===== src/rtl/core/dual_dimmer_button_link_controller_defines.svh =====
// Assertion macros used by the dimmer controller RTL (the result sequencer).
`ifndef DUAL_DIMMER_BUTTON_LINK_CONTROLLER_DEFINES_SVH
`define DUAL_DIMMER_BUTTON_LINK_CONTROLLER_DEFINES_SVH

`ifndef NO_ASSERTIONS
// Clocked check, skipped while reset is high.
`define DDBLC_ASSERT(label, clk, rst, prop, msg) \
   label: assert property (@(posedge clk) disable iff (rst) (prop)) else $error(msg);
// Clocked check that also holds during reset.
`define DDBLC_ASSERT_ALWAYS(label, clk, prop, msg) \
   label: assert property (@(posedge clk) (prop)) else $error(msg);
`else
`define DDBLC_ASSERT(label, clk, rst, prop, msg)
`define DDBLC_ASSERT_ALWAYS(label, clk, prop, msg)
`endif

`endif


===== src/rtl/core/ddblc_pkg.sv =====
// Shared types, constants and helpers of the dimmer controller.
`timescale 1ns / 1ps
package ddblc_pkg;

   localparam int Channels = 2;

   // request operations
   localparam logic [1:0] OpTick  = 2'd0;
   localparam logic [1:0] OpLink  = 2'd1;
   localparam logic [1:0] OpPower = 2'd2;
   localparam logic [1:0] OpLevel = 2'd3;

   // configuration register indexes
   localparam logic [1:0] CsrDebounce = 2'd0;
   localparam logic [1:0] CsrRepeat   = 2'd1;
   localparam logic [1:0] CsrBlink    = 2'd2;
   localparam logic [1:0] CsrLongHold = 2'd3;

   localparam logic [9:0]  DebounceReset = 10'd30;
   localparam logic [10:0] RepeatReset   = 11'd300;
   localparam logic [7:0]  BlinkReset    = 8'd0;
   localparam logic [7:0]  LongHoldReset = 8'd50;

   localparam logic [7:0] MarkStart    = 8'h24;
   localparam logic [7:0] MarkEnd      = 8'h23;
   localparam int         BarStep      = 30;
   localparam logic [7:0] CountAtReset = 8'd60;

   // frame byte slots
   localparam logic [2:0] SlotStart = 3'd0;
   localparam logic [2:0] SlotLevel0 = 3'd1;
   localparam logic [2:0] SlotLevel1 = 3'd2;
   localparam logic [2:0] SlotBar0  = 3'd3;
   localparam logic [2:0] SlotBar1  = 3'd4;
   localparam logic [2:0] SlotEnd   = 3'd5;

   typedef struct packed {
      logic [9:0]  debounce_ms;
      logic [10:0] repeat_ms;
      logic [7:0]  blink_rate;
      logic [7:0]  long_hold_max;
   } cfg_type;

   typedef struct packed {
      logic invoke;
      logic opt_set;
   } btn_evt_type;

   // everything the emitter needs to replay one request's results
   typedef struct packed {
      logic [1:0] nf;
      logic [1:0] first_power;
      logic [1:0] power;
      logic [7:0] level0;
      logic [7:0] level1;
      logic       led;
      logic       option;
      logic       toggled;
   } desc_type;

   // (level + 30) / 30 for an 8-bit level: one plus the thresholds passed
   function automatic logic [7:0] bar_of(logic [7:0] lv);
      logic [3:0] cnt;
      cnt = 4'd1;
      for (int k = 1; k <= 8; k++) begin
         if (lv >= 8'(k * BarStep)) cnt = cnt + 4'd1;
      end
      return {4'b0000, cnt};
   endfunction

endpackage


===== src/rtl/core/ddblc_button.sv =====
// Debounce and auto-repeat tracking of one button.
`timescale 1ns / 1ps
module ddblc_button (
   input  logic                   clock,
   input  logic                   reset,
   input  logic                   tick_en,
   input  logic                   raw,
   input  ddblc_pkg::cfg_type     cfg,
   output ddblc_pkg::btn_evt_type evt
);

   logic        raw_prev_ff, raw_prev_in;
   logic        deb_ff, deb_in;
   logic [15:0] stable_ff, stable_in;
   logic [15:0] rpt_ticks_ff, rpt_ticks_in;
   logic [7:0]  rpt_cnt_ff, rpt_cnt_in;
   logic        fast_ff, fast_in;
   logic [11:0] period;

   always_comb begin
      raw_prev_in  = raw;
      deb_in       = deb_ff;
      fast_in      = fast_ff;
      rpt_cnt_in   = rpt_cnt_ff;
      evt.invoke   = 1'b0;
      evt.opt_set  = 1'b0;
      rpt_ticks_in = (rpt_ticks_ff != 16'hFFFF) ? rpt_ticks_ff + 16'd1 : rpt_ticks_ff;
      if (raw != raw_prev_ff) stable_in = 16'd0;
      else if (stable_ff != 16'hFFFF) stable_in = stable_ff + 16'd1;
      else stable_in = stable_ff;
      period = fast_ff ? {1'b0, cfg.repeat_ms} : {cfg.repeat_ms, 1'b0};

      if (stable_in > {6'd0, cfg.debounce_ms}) begin
         if (raw != deb_ff) begin
            deb_in = raw;
            if (!raw) begin
               rpt_ticks_in = 16'd0;
               rpt_cnt_in   = 8'd0;
            end else if (rpt_cnt_ff != 8'd0) begin
               evt.opt_set = (rpt_cnt_ff <= cfg.long_hold_max) && (rpt_cnt_ff > 8'd1);
            end else begin
               evt.invoke = 1'b1;
               fast_in    = 1'b0;
            end
         end else if (!deb_ff) begin
            if (rpt_ticks_in > {4'd0, period}) begin
               rpt_ticks_in = 16'd0;
               if (rpt_cnt_ff != 8'hFF) rpt_cnt_in = rpt_cnt_ff + 8'd1;
               fast_in = 1'b1;
            end
         end
      end
   end

   always_ff @(posedge clock) begin
      if (reset) begin
         raw_prev_ff  <= 1'b0;
         deb_ff       <= 1'b0;
         stable_ff    <= 16'd0;
         rpt_ticks_ff <= 16'd0;
         rpt_cnt_ff   <= ddblc_pkg::CountAtReset;
         fast_ff      <= 1'b0;
      end else if (tick_en) begin
         raw_prev_ff  <= raw_prev_in;
         deb_ff       <= deb_in;
         stable_ff    <= stable_in;
         rpt_ticks_ff <= rpt_ticks_in;
         rpt_cnt_ff   <= rpt_cnt_in;
         fast_ff      <= fast_in;
      end
   end

endmodule


===== src/rtl/core/ddblc_state.sv =====
// Power, level, link parser, blinker and option state; builds the result descriptor.
`timescale 1ns / 1ps
module ddblc_state (
   input  logic                 clock,
   input  logic                 reset,
   input  logic                 step,
   input  logic [1:0]           operation,
   input  logic                 button_a,
   input  logic                 button_b,
   input  logic                 channel,
   input  logic [7:0]           value,
   input  ddblc_pkg::cfg_type   cfg,
   output ddblc_pkg::desc_type  desc
);

   localparam logic [1:0] PhaseHunt  = 2'd0;
   localparam logic [1:0] PhaseFirst = 2'd1;
   localparam logic [1:0] PhaseSecond = 2'd2;
   localparam logic [1:0] PhaseSkip  = 2'd3;

   ddblc_pkg::btn_evt_type evt [ddblc_pkg::Channels];
   logic [ddblc_pkg::Channels-1:0] raw;
   logic [ddblc_pkg::Channels-1:0] invoke;
   logic [ddblc_pkg::Channels-1:0] opt_set;
   logic tick_en;

   logic [1:0]  power_ff, power_in;
   logic [7:0]  level_ff [ddblc_pkg::Channels];
   logic [7:0]  level_in [ddblc_pkg::Channels];
   logic [1:0]  phase_ff, phase_in;
   logic [11:0] blink_ff, blink_in;
   logic        led_ff, led_in;
   logic        option_ff, option_in;
   logic [7:0]  link_level;

   assign raw     = {button_b, button_a};
   assign tick_en = step && (operation == ddblc_pkg::OpTick);

   for (genvar i = 0; i < ddblc_pkg::Channels; i++) begin : g_btn
      ddblc_button u_button (
         .clock   (clock),
         .reset   (reset),
         .tick_en (tick_en),
         .raw     (raw[i]),
         .cfg     (cfg),
         .evt     (evt[i])
      );
      assign invoke[i]  = evt[i].invoke;
      assign opt_set[i] = evt[i].opt_set;
   end

   assign link_level = {value[6:0], 1'b0};

   always_comb begin
      power_in  = power_ff;
      level_in  = level_ff;
      phase_in  = phase_ff;
      blink_in  = blink_ff;
      led_in    = led_ff;
      option_in = option_ff;
      desc      = '0;

      unique case (operation)
         ddblc_pkg::OpTick: begin
            power_in         = power_ff ^ invoke;
            desc.nf          = {1'b0, invoke[0]} + {1'b0, invoke[1]};
            desc.toggled     = |invoke;
            option_in        = option_ff | (|opt_set);
            blink_in = (blink_ff != 12'hFFF) ? blink_ff + 12'd1 : blink_ff;
            if ((cfg.blink_rate != 8'd0) && (blink_in > {cfg.blink_rate, 4'b0000})) begin
               blink_in = 12'd0;
               led_in   = ~led_ff;
            end
         end
         ddblc_pkg::OpLink: begin
            unique case (phase_ff)
               PhaseHunt: begin
                  if (value == ddblc_pkg::MarkStart) phase_in = PhaseFirst;
               end
               PhaseFirst: begin
                  phase_in = PhaseSecond;
                  if (level_ff[0] != link_level) begin
                     level_in[0] = link_level;
                     desc.nf     = 2'd1;
                  end
               end
               PhaseSecond: begin
                  phase_in = PhaseSkip;
                  if (level_ff[1] != link_level) begin
                     level_in[1] = link_level;
                     desc.nf     = 2'd1;
                  end
               end
               PhaseSkip: phase_in = PhaseHunt;
               default: phase_in = PhaseHunt;
            endcase
         end
         ddblc_pkg::OpPower: begin
            if (power_ff[channel] != value[0]) begin
               power_in[channel] = value[0];
               desc.nf           = 2'd1;
            end
         end
         ddblc_pkg::OpLevel: begin
            if (level_ff[channel] != value) begin
               level_in[channel] = value;
               desc.nf           = 2'd1;
            end
         end
         default: ;
      endcase

      // first frame of a tick carries channel 0's change alone
      if ((operation == ddblc_pkg::OpTick) && invoke[0])
         desc.first_power = {power_ff[1], ~power_ff[0]};
      else
         desc.first_power = power_in;
      desc.power  = power_in;
      desc.level0 = level_in[0];
      desc.level1 = level_in[1];
      desc.led    = led_in;
      desc.option = option_in;
   end

   always_ff @(posedge clock) begin
      if (reset) begin
         power_ff  <= 2'b00;
         phase_ff  <= PhaseHunt;
         blink_ff  <= 12'd0;
         led_ff    <= 1'b0;
         option_ff <= 1'b0;
         for (int i = 0; i < ddblc_pkg::Channels; i++) level_ff[i] <= 8'd0;
      end else if (step) begin
         power_ff  <= power_in;
         phase_ff  <= phase_in;
         blink_ff  <= blink_in;
         led_ff    <= led_in;
         option_ff <= option_in;
         for (int i = 0; i < ddblc_pkg::Channels; i++) level_ff[i] <= level_in[i];
      end
   end

endmodule


===== src/rtl/core/ddblc_emit.sv =====
// Result register and sequencer: frame bytes of a request, then its status result.
`timescale 1ns / 1ps
`include "dual_dimmer_button_link_controller_defines.svh"
module ddblc_emit (
   input  logic                clock,
   input  logic                reset,
   input  logic                load_valid,
   input  ddblc_pkg::desc_type load_desc,
   output logic                load_ready,
   output logic                rsp_valid,
   input  logic                rsp_stall,
   output logic                rsp_kind,
   output logic [7:0]          rsp_frame_byte,
   output logic                rsp_last,
   output logic                rsp_led_on,
   output logic                rsp_option_seen,
   output logic                rsp_toggled
);

   logic                valid_ff, valid_in;
   ddblc_pkg::desc_type desc_ff, desc_in;
   logic [1:0]          frm_ff, frm_in;
   logic [2:0]          pos_ff, pos_in;
   logic                is_status;
   logic                take;
   logic                load;
   logic [1:0]          snap_power;

   assign is_status  = (frm_ff == desc_ff.nf);
   assign take       = valid_ff && !rsp_stall;
   assign load_ready = !valid_ff || (take && is_status);
   assign load       = load_valid && load_ready;
   assign snap_power = (frm_ff == 2'd0) ? desc_ff.first_power : desc_ff.power;

   always_comb begin
      valid_in = valid_ff;
      desc_in  = desc_ff;
      frm_in   = frm_ff;
      pos_in   = pos_ff;
      if (load) begin
         valid_in = 1'b1;
         desc_in  = load_desc;
         frm_in   = 2'd0;
         pos_in   = ddblc_pkg::SlotStart;
      end else if (take) begin
         if (is_status) begin
            valid_in = 1'b0;
         end else if (pos_ff == ddblc_pkg::SlotEnd) begin
            pos_in = ddblc_pkg::SlotStart;
            frm_in = frm_ff + 2'd1;
         end else begin
            pos_in = pos_ff + 3'd1;
         end
      end
   end

   always_comb begin
      rsp_frame_byte = 8'd0;
      if (!is_status) begin
         unique case (pos_ff)
            ddblc_pkg::SlotStart:  rsp_frame_byte = ddblc_pkg::MarkStart;
            ddblc_pkg::SlotLevel0: rsp_frame_byte = {snap_power[0], desc_ff.level0[7:1]};
            ddblc_pkg::SlotLevel1: rsp_frame_byte = {snap_power[1], desc_ff.level1[7:1]};
            ddblc_pkg::SlotBar0:   rsp_frame_byte = ddblc_pkg::bar_of(desc_ff.level0);
            ddblc_pkg::SlotBar1:   rsp_frame_byte = ddblc_pkg::bar_of(desc_ff.level1);
            ddblc_pkg::SlotEnd:    rsp_frame_byte = ddblc_pkg::MarkEnd;
            default:               rsp_frame_byte = 8'd0;
         endcase
      end
   end

   assign rsp_valid       = valid_ff;
   assign rsp_kind        = !is_status;
   assign rsp_last        = is_status;
   assign rsp_led_on      = desc_ff.led;
   assign rsp_option_seen = desc_ff.option;
   assign rsp_toggled     = desc_ff.toggled;

   always_ff @(posedge clock) begin
      if (reset) begin
         valid_ff <= 1'b0;
         frm_ff   <= 2'd0;
         pos_ff   <= ddblc_pkg::SlotStart;
      end else begin
         valid_ff <= valid_in;
         frm_ff   <= frm_in;
         pos_ff   <= pos_in;
      end
   end

   always_ff @(posedge clock) begin
      desc_ff <= desc_in;
   end

   `DDBLC_ASSERT(a_frame_in_range, clock, reset, valid_ff |-> (frm_ff <= desc_ff.nf), "frame index past frame count")
   `DDBLC_ASSERT(a_slot_in_range, clock, reset, valid_ff |-> (pos_ff <= ddblc_pkg::SlotEnd), "frame slot out of range")
   `DDBLC_ASSERT(a_status_at_slot0, clock, reset, (valid_ff && is_status) |-> (pos_ff == ddblc_pkg::SlotStart), "status result with frame slot pending")
   `DDBLC_ASSERT(a_drain_empties, clock, reset, (take && is_status && !load_valid) |=> !valid_ff, "result register kept after last result")
   `DDBLC_ASSERT_ALWAYS(a_reset_empty, clock, reset |=> !valid_ff, "result register valid after reset")

endmodule


===== src/rtl/core/dual_dimmer_button_link_controller.sv =====
// Top level of the two-channel dimmer controller: ports, config registers, input register.
`timescale 1ns / 1ps
//
//   channel  | ports                                   | direction
//   ---------+-----------------------------------------+----------
//   req      | req_valid/req_stall, operation..value   | in
//   rsp      | rsp_valid/rsp_stall, kind..toggled      | out
//   csr      | csr_we, csr_addr, csr_wdata             | in
//
// A request is registered; when it leaves the input register it updates all state
// and loads the result register with a descriptor of its results in the same
// cycle. The sequencer then shows 1, 7 or 13 results (frame bytes of zero, one
// or two frames, then the status result), one per cycle while rsp_stall is low;
// the output port sets the rate of requests.
// The next request is taken while the current results drain.
// Synchronous active-high reset clears state, restores the config defaults
// and empties both registers. rsp_stall holds the shown result; req_stall
// rises only when the input register holds a request that cannot advance.
module dual_dimmer_button_link_controller (
   input  logic        clock,
   input  logic        reset,
   input  logic        req_valid,
   output logic        req_stall,
   input  logic [1:0]  req_operation,
   input  logic        req_button_a,
   input  logic        req_button_b,
   input  logic        req_channel,
   input  logic [7:0]  req_value,
   output logic        rsp_valid,
   input  logic        rsp_stall,
   output logic        rsp_kind,
   output logic [7:0]  rsp_frame_byte,
   output logic        rsp_last,
   output logic        rsp_led_on,
   output logic        rsp_option_seen,
   output logic        rsp_toggled,
   input  logic        csr_we,
   input  logic [1:0]  csr_addr,
   input  logic [10:0] csr_wdata
);

   ddblc_pkg::cfg_type  cfg_ff, cfg_in;
   ddblc_pkg::desc_type desc;

   logic       in_valid_ff, in_valid_in;
   logic [1:0] op_ff;
   logic       btn_a_ff;
   logic       btn_b_ff;
   logic       ch_ff;
   logic [7:0] val_ff;
   logic       load_ready;
   logic       advance;
   logic       req_take;

   // hold a request in the input register until the result register frees
   assign advance   = in_valid_ff && load_ready;
   assign req_stall = in_valid_ff && !load_ready;
   assign req_take  = req_valid && !req_stall;

   always_comb begin
      in_valid_in = in_valid_ff;
      if (req_take) in_valid_in = 1'b1;
      else if (advance) in_valid_in = 1'b0;
   end

   // config write: each register keeps its own width
   always_comb begin
      cfg_in = cfg_ff;
      if (csr_we) begin
         unique case (csr_addr)
            ddblc_pkg::CsrDebounce: cfg_in.debounce_ms   = csr_wdata[9:0];
            ddblc_pkg::CsrRepeat:   cfg_in.repeat_ms     = csr_wdata;
            ddblc_pkg::CsrBlink:    cfg_in.blink_rate    = csr_wdata[7:0];
            ddblc_pkg::CsrLongHold: cfg_in.long_hold_max = csr_wdata[7:0];
            default: ;
         endcase
      end
   end

   always_ff @(posedge clock) begin
      if (reset) begin
         in_valid_ff          <= 1'b0;
         cfg_ff.debounce_ms   <= ddblc_pkg::DebounceReset;
         cfg_ff.repeat_ms     <= ddblc_pkg::RepeatReset;
         cfg_ff.blink_rate    <= ddblc_pkg::BlinkReset;
         cfg_ff.long_hold_max <= ddblc_pkg::LongHoldReset;
      end else begin
         in_valid_ff <= in_valid_in;
         cfg_ff      <= cfg_in;
      end
   end

   // payload: load on accept, no reset needed
   always_ff @(posedge clock) begin
      if (req_take) begin
         op_ff    <= req_operation;
         btn_a_ff <= req_button_a;
         btn_b_ff <= req_button_b;
         ch_ff    <= req_channel;
         val_ff   <= req_value;
      end
   end

   ddblc_state u_state (
      .clock     (clock),
      .reset     (reset),
      .step      (advance),
      .operation (op_ff),
      .button_a  (btn_a_ff),
      .button_b  (btn_b_ff),
      .channel   (ch_ff),
      .value     (val_ff),
      .cfg       (cfg_ff),
      .desc      (desc)
   );

   ddblc_emit u_emit (
      .clock           (clock),
      .reset           (reset),
      .load_valid      (in_valid_ff),
      .load_desc       (desc),
      .load_ready      (load_ready),
      .rsp_valid       (rsp_valid),
      .rsp_stall       (rsp_stall),
      .rsp_kind        (rsp_kind),
      .rsp_frame_byte  (rsp_frame_byte),
      .rsp_last        (rsp_last),
      .rsp_led_on      (rsp_led_on),
      .rsp_option_seen (rsp_option_seen),
      .rsp_toggled     (rsp_toggled)
   );

endmodule

===== config.mk =====
export PLATFORM = sky130hd
export DESIGN_NAME = dual_dimmer_button_link_controller
export DESIGN_NICKNAME = d
export VERILOG_FILES = /design/src/rtl/core/ddblc_pkg.sv /design/src/rtl/core/ddblc_button.sv /design/src/rtl/core/ddblc_state.sv /design/src/rtl/core/ddblc_emit.sv /design/src/rtl/core/dual_dimmer_button_link_controller.sv
export VERILOG_INCLUDE_DIRS = /design/src /design/src/rtl/core
export SDC_FILE = /design/constraint.sdc
export NUM_CORES = 1
export LEC_CHECK = 0
export BUFFER_PORTS_ARGS = -buffer_cell sky130_fd_sc_hd__buf_2
export CAP_MARGIN = 15
export CORE_MARGIN = 4
export CORE_UTILIZATION = 35
export DETAILED_ROUTE_END_ITERATION = 6
export GPL_ROUTABILITY_DRIVEN = 1
export PLACE_DENSITY = 0.58
export SYNTH_ARGS = -nofsm -noshare
export SYNTH_HDL_FRONTEND = slang
export SYNTH_SLANG_ARGS = --single-unit

===== constraint.sdc =====
create_clock -name clock -period 4.4 [get_ports clock]
set_input_delay 0.22 -clock clock [delete_from_list [all_inputs] [get_ports clock]]
set_output_delay 0.22 -clock clock [all_outputs]
set_load 0.02 [all_outputs]

==> results by group <==
Yosys
  – Mux share of post-synthesis cell area: 4.41%
  – Seq/Total Area, Yosys: 31.8%
  – Syn nets: 1826
  – EDFF count, synth: 36
  – Mapped cell area: 13700 um2
  – Syn Area/Cell: 8.13 um2
  – Synth Area in Compound Gates: 18.5%
  – Asr flop ratio synth: 0%
  – Synthesized-area fraction occupied by adder cells: 9.58%
  – Synth Area in XOR/XNOR: 6.53%
  – YS warnings: 0
  – Synth cell types: 87
  – Largest family of logic cells by synthesized area: simple AND/OR/NAND/NOR gates
  – Post-Syn Instances: 1691
  – Seq cells post-synth: 200
  – Simple logic cell fraction of the synthesized area: 24.1%
  – Most used DFF post-synth: dfxtp_1

Finish
  – Area delta synth->final: 13.9%
  – Layout filler cell count: 3924
  – Post-route cell area: 15700 um2
  – Seq. cell area: 4370 um2
  – Inserted Diodes: 0
  – Final net count: 1875
  – Final core utilization: 40.4%
  – Most frequent cells in the layout: nand2_1, dfxtp_1, nor2_1, a21oi_1, ha_1
  – Share of cells above drive strength 1: 11.4%
  – Multi-input logic area: 8840 um2
  – Commonest non-fill, non-tap cell in the layout: nand2_1

Global routing
  – Congestion Overflow GR: 0
  – GRT Overall Usage: 16.4%
  – Initial antenna violation count: 1
  – First-pass GRT wire length: 58300 um
  – Vias in the first global route: 11659
  – Pin count of the biggest net entering global routing: 76

Route
  – Iteration count of the initial detailed-routing pass: 7
  – Final WL: 34800 um
  – 1st-iter DRT viols: 771
  – Met3 Wirelength: 1280 um
  – ANT nets after route: 0
  – Post-DR vias/cell: 5.40
  – Detail Route met2 WL: 16100 um
  – Via count: 12272
  – Metal-1 WL: 17000 um
  – Top Metal Used: met4
  – Drc violations: 0
  – DR WL/cell: 15.3 um

Critical path
  – CP Max Fanout: 4
  – RR Endpoint: u_emit.desc_ff[23]$_DFFE_PP_
  – Critical path class: flop to primary output
  – Worst endpoint data arrival time: 4.37 ns
  – WP buf/inv: 3
  – Crit-path cells: and3_1 -> a211oi_2 -> buf_4 -> fa_2 -> xnor2_1 -> ha_1 -> o211ai_1 -> o41ai_2 -> xor2_1 -> ha_1 -> inv_1 -> nor2_1 -> xor3_1 -> xor2_2 -> nor4_2 -> xnor2_1 -> nand2_1 -> a21oi_1 -> buf_4
  – R2r startpoint: u_state.g_btn[0].u_button.stable_ff[1]$_SDFFE_PP0P_
  – Max incr delay on CP: 0.47 ns
  – Family with the most delay on the worst path: XOR/XNOR gates
  – R2R Setup Slk: 0.25 ns
  – Worst Reg-to-Reg Cells: 17
  – Slowest cell on the critical path: fa_2
  – Critical path startpoint category: flop
  – Crit end category: primary output
  – Critical Path RT: 4.18 ns

CTS
  – Clock buffer depth: 2
  – CTS tree: yes
  – H-Tree Depth: 4
  – CTS clk-pin slew, worst paths: 0.07 ns
  – Num CTS Buffers: 17
  – # clock sinks: 200
  – Worst skew pair latency: 0.45 ns
  – Root buffer cell: clkbuf_16

Placed design
  – Placed Area: 14600 um2
  – Post-Place Setup Slack: -0.0252 ns
  – GP Congestion: 0.854
  – PortBufs: 45
  – DP HPWL: 24600 um

Power and ir drop
  – Peak VDD IR: 0.281 mV
  – P_leak: 6.17 nW
  – PD cells: 273 nW/um2

Die
  – Core ar.: 38700 um2
  – Die area: 42500 um2
  – I/O Pins: 46
  – Effective utilization at floorplan: 35.5%
  – Die Ht: 206 um
  – Chip width: 206 um
  – Row cnt: 72

Worst hold path
  – Hold depth: 3
  – HP Class: input pin to flop
  – Hold Path Sink: cfg_ff[26]$_SDFFE_PP0P_
  – Min-delay src: csr_wdata[10]

Timing
  – Tightest Pin Transition: 0.991 ns
  – Final Hold Fails: 0
  – Setup Viol. Count Final: 2
  – Clk_skew: 0.0174 ns
  – Final setup TNS: -0.383 ns
  – Max Fclk: 0.218 GHz
  – Max Slew Vio Count: 0
  – Smallest setup slack after layout: -0.193 ns
  – Tcrit/Tclk final: 104%
  – Setup repair after global routing missed its margin: true
  – Worst hold slack: 0.0346 ns
  – Relative slew margins: 33.6%
  – Final min period: 4.59 ns

Status
  – Failing checks: negative setup slack
  – Status: finished with violations

Job
  – Max-Cap Viols: 0
## layer usage
metal / vias to the layer above / GRT usage [%]
met3: 32 / 2.35
met2: 234 / 26.6
met4: 0 / 4.13
met1: 5795 / 23.0
li1: 6211 / -
met5: - / 0
## cell usage after synthesis, types with 24 or more instances
cell,n,area [um2]
a21oi_1,124,621
a211oi_1,28,210
clkbuf_1,68,255
a31oi_1,24,150
inv_1,86,323
nor3_1,57,285
mux2i_1,49,490
xnor2_1,62,543
edfxtp_1,36,1080
ha_1,102,1280
xor2_1,35,307
and3_1,28,175
nor2_1,152,571
o21ai_0,53,265
nand3_1,75,375
nand2_1,202,758
nand4_1,34,213
dfxtp_1,164,3280
## sequential cells by signal, indices dropped and copies added, names as in the netlist, 3 cells and up
register	flops
cfg_ff	37
u_emit.desc_ff	20
u_emit.pos_ff	3
u_state.blink_ff	12
u_state.g_btn.u_button.rpt_cnt_ff	16
u_state.g_btn.u_button.rpt_ticks_ff	32
u_state.g_btn.u_button.stable_ff	32
u_state.level_ff	16
val_ff	8
## power breakdown
group / internal, mW / leakage, nW / switching, mW / total, mW
logic: 0.297 / 4.20 / 0.369 / 0.666
registers: 1.92 / 1.68 / 0.0715 / 1.99
clock network: 0.898 / 0.290 / 0.724 / 1.62
## cells by family (layout without fill, tap and decap cells)
kind of cell	Yosys count	in the layout
flip-flops	200	200
adder cells (fa/ha/maj)	104	104
buffers and inverters	179	241
multiplexers	58	58
XOR/XNOR	99	99
AO/OA/AOI/OAI	384	384
AND/OR/NAND/NOR	667	667
## per-stage QoR
| stage | power (mW) | std cells |
|---|---|---|
| finish | 4.28 | 2271 |
| global route | 4.47 | 2271 |
| CTS | 4.29 | 2263 |
| detailed placement | 2.62 | 2206 |
| global placement | 2.61 | 2206 |
| floorplan | 2.45 | 1691 |
## area by class of cell
cell class	count	area share, %
Timing Repair Buffer	121	5.58
Clock buffer	24	3.35
Clock inverter	8	0.519
Inverter	88	2.11
Multi-Input combinational cell	1312	56.4
Sequential cell	200	27.9
Tap cell	518	4.14
## tightest hold or removal path, stage by stage
cell,delay (ns)
buf_2,0.11
nand2_1,0.05
a21oi_1,0.05
## repair_timing
item                                   in CTS  in global routing
endpoints found under the hold margin      14                  0
setup endpoints to repair                   3                 25
setup buffers                              11                  8
hold buffers                               14                  0
resized for setup                          18                 19
pin swaps                                  12                  8
cloned                                      0                  0
## how the worst max path moves through the flow
stage,start,endpoint,slack (ns),cells past startpoint
3_5_place_dp,u_emit.desc_ff[5]$_DFFE_PP_,rsp_frame_byte[2],-0.03,16
6_report,u_emit.desc_ff[7]$_DFFE_PP_,rsp_frame_byte[3],-0.19,19
2_1_floorplan,u_emit.desc_ff[8]$_DFFE_PP_,rsp_frame_byte[3],0.03,16
3_3_place_gp,u_emit.desc_ff[5]$_DFFE_PP_,rsp_frame_byte[3],0.12,17
4_1_cts,u_emit.desc_ff[13]$_DFFE_PP_,rsp_frame_byte[2],-0.16,20
5_1_grt,u_emit.desc_ff[7]$_DFFE_PP_,rsp_frame_byte[3],-0.53,22
(Power assumes the default switching activity.)
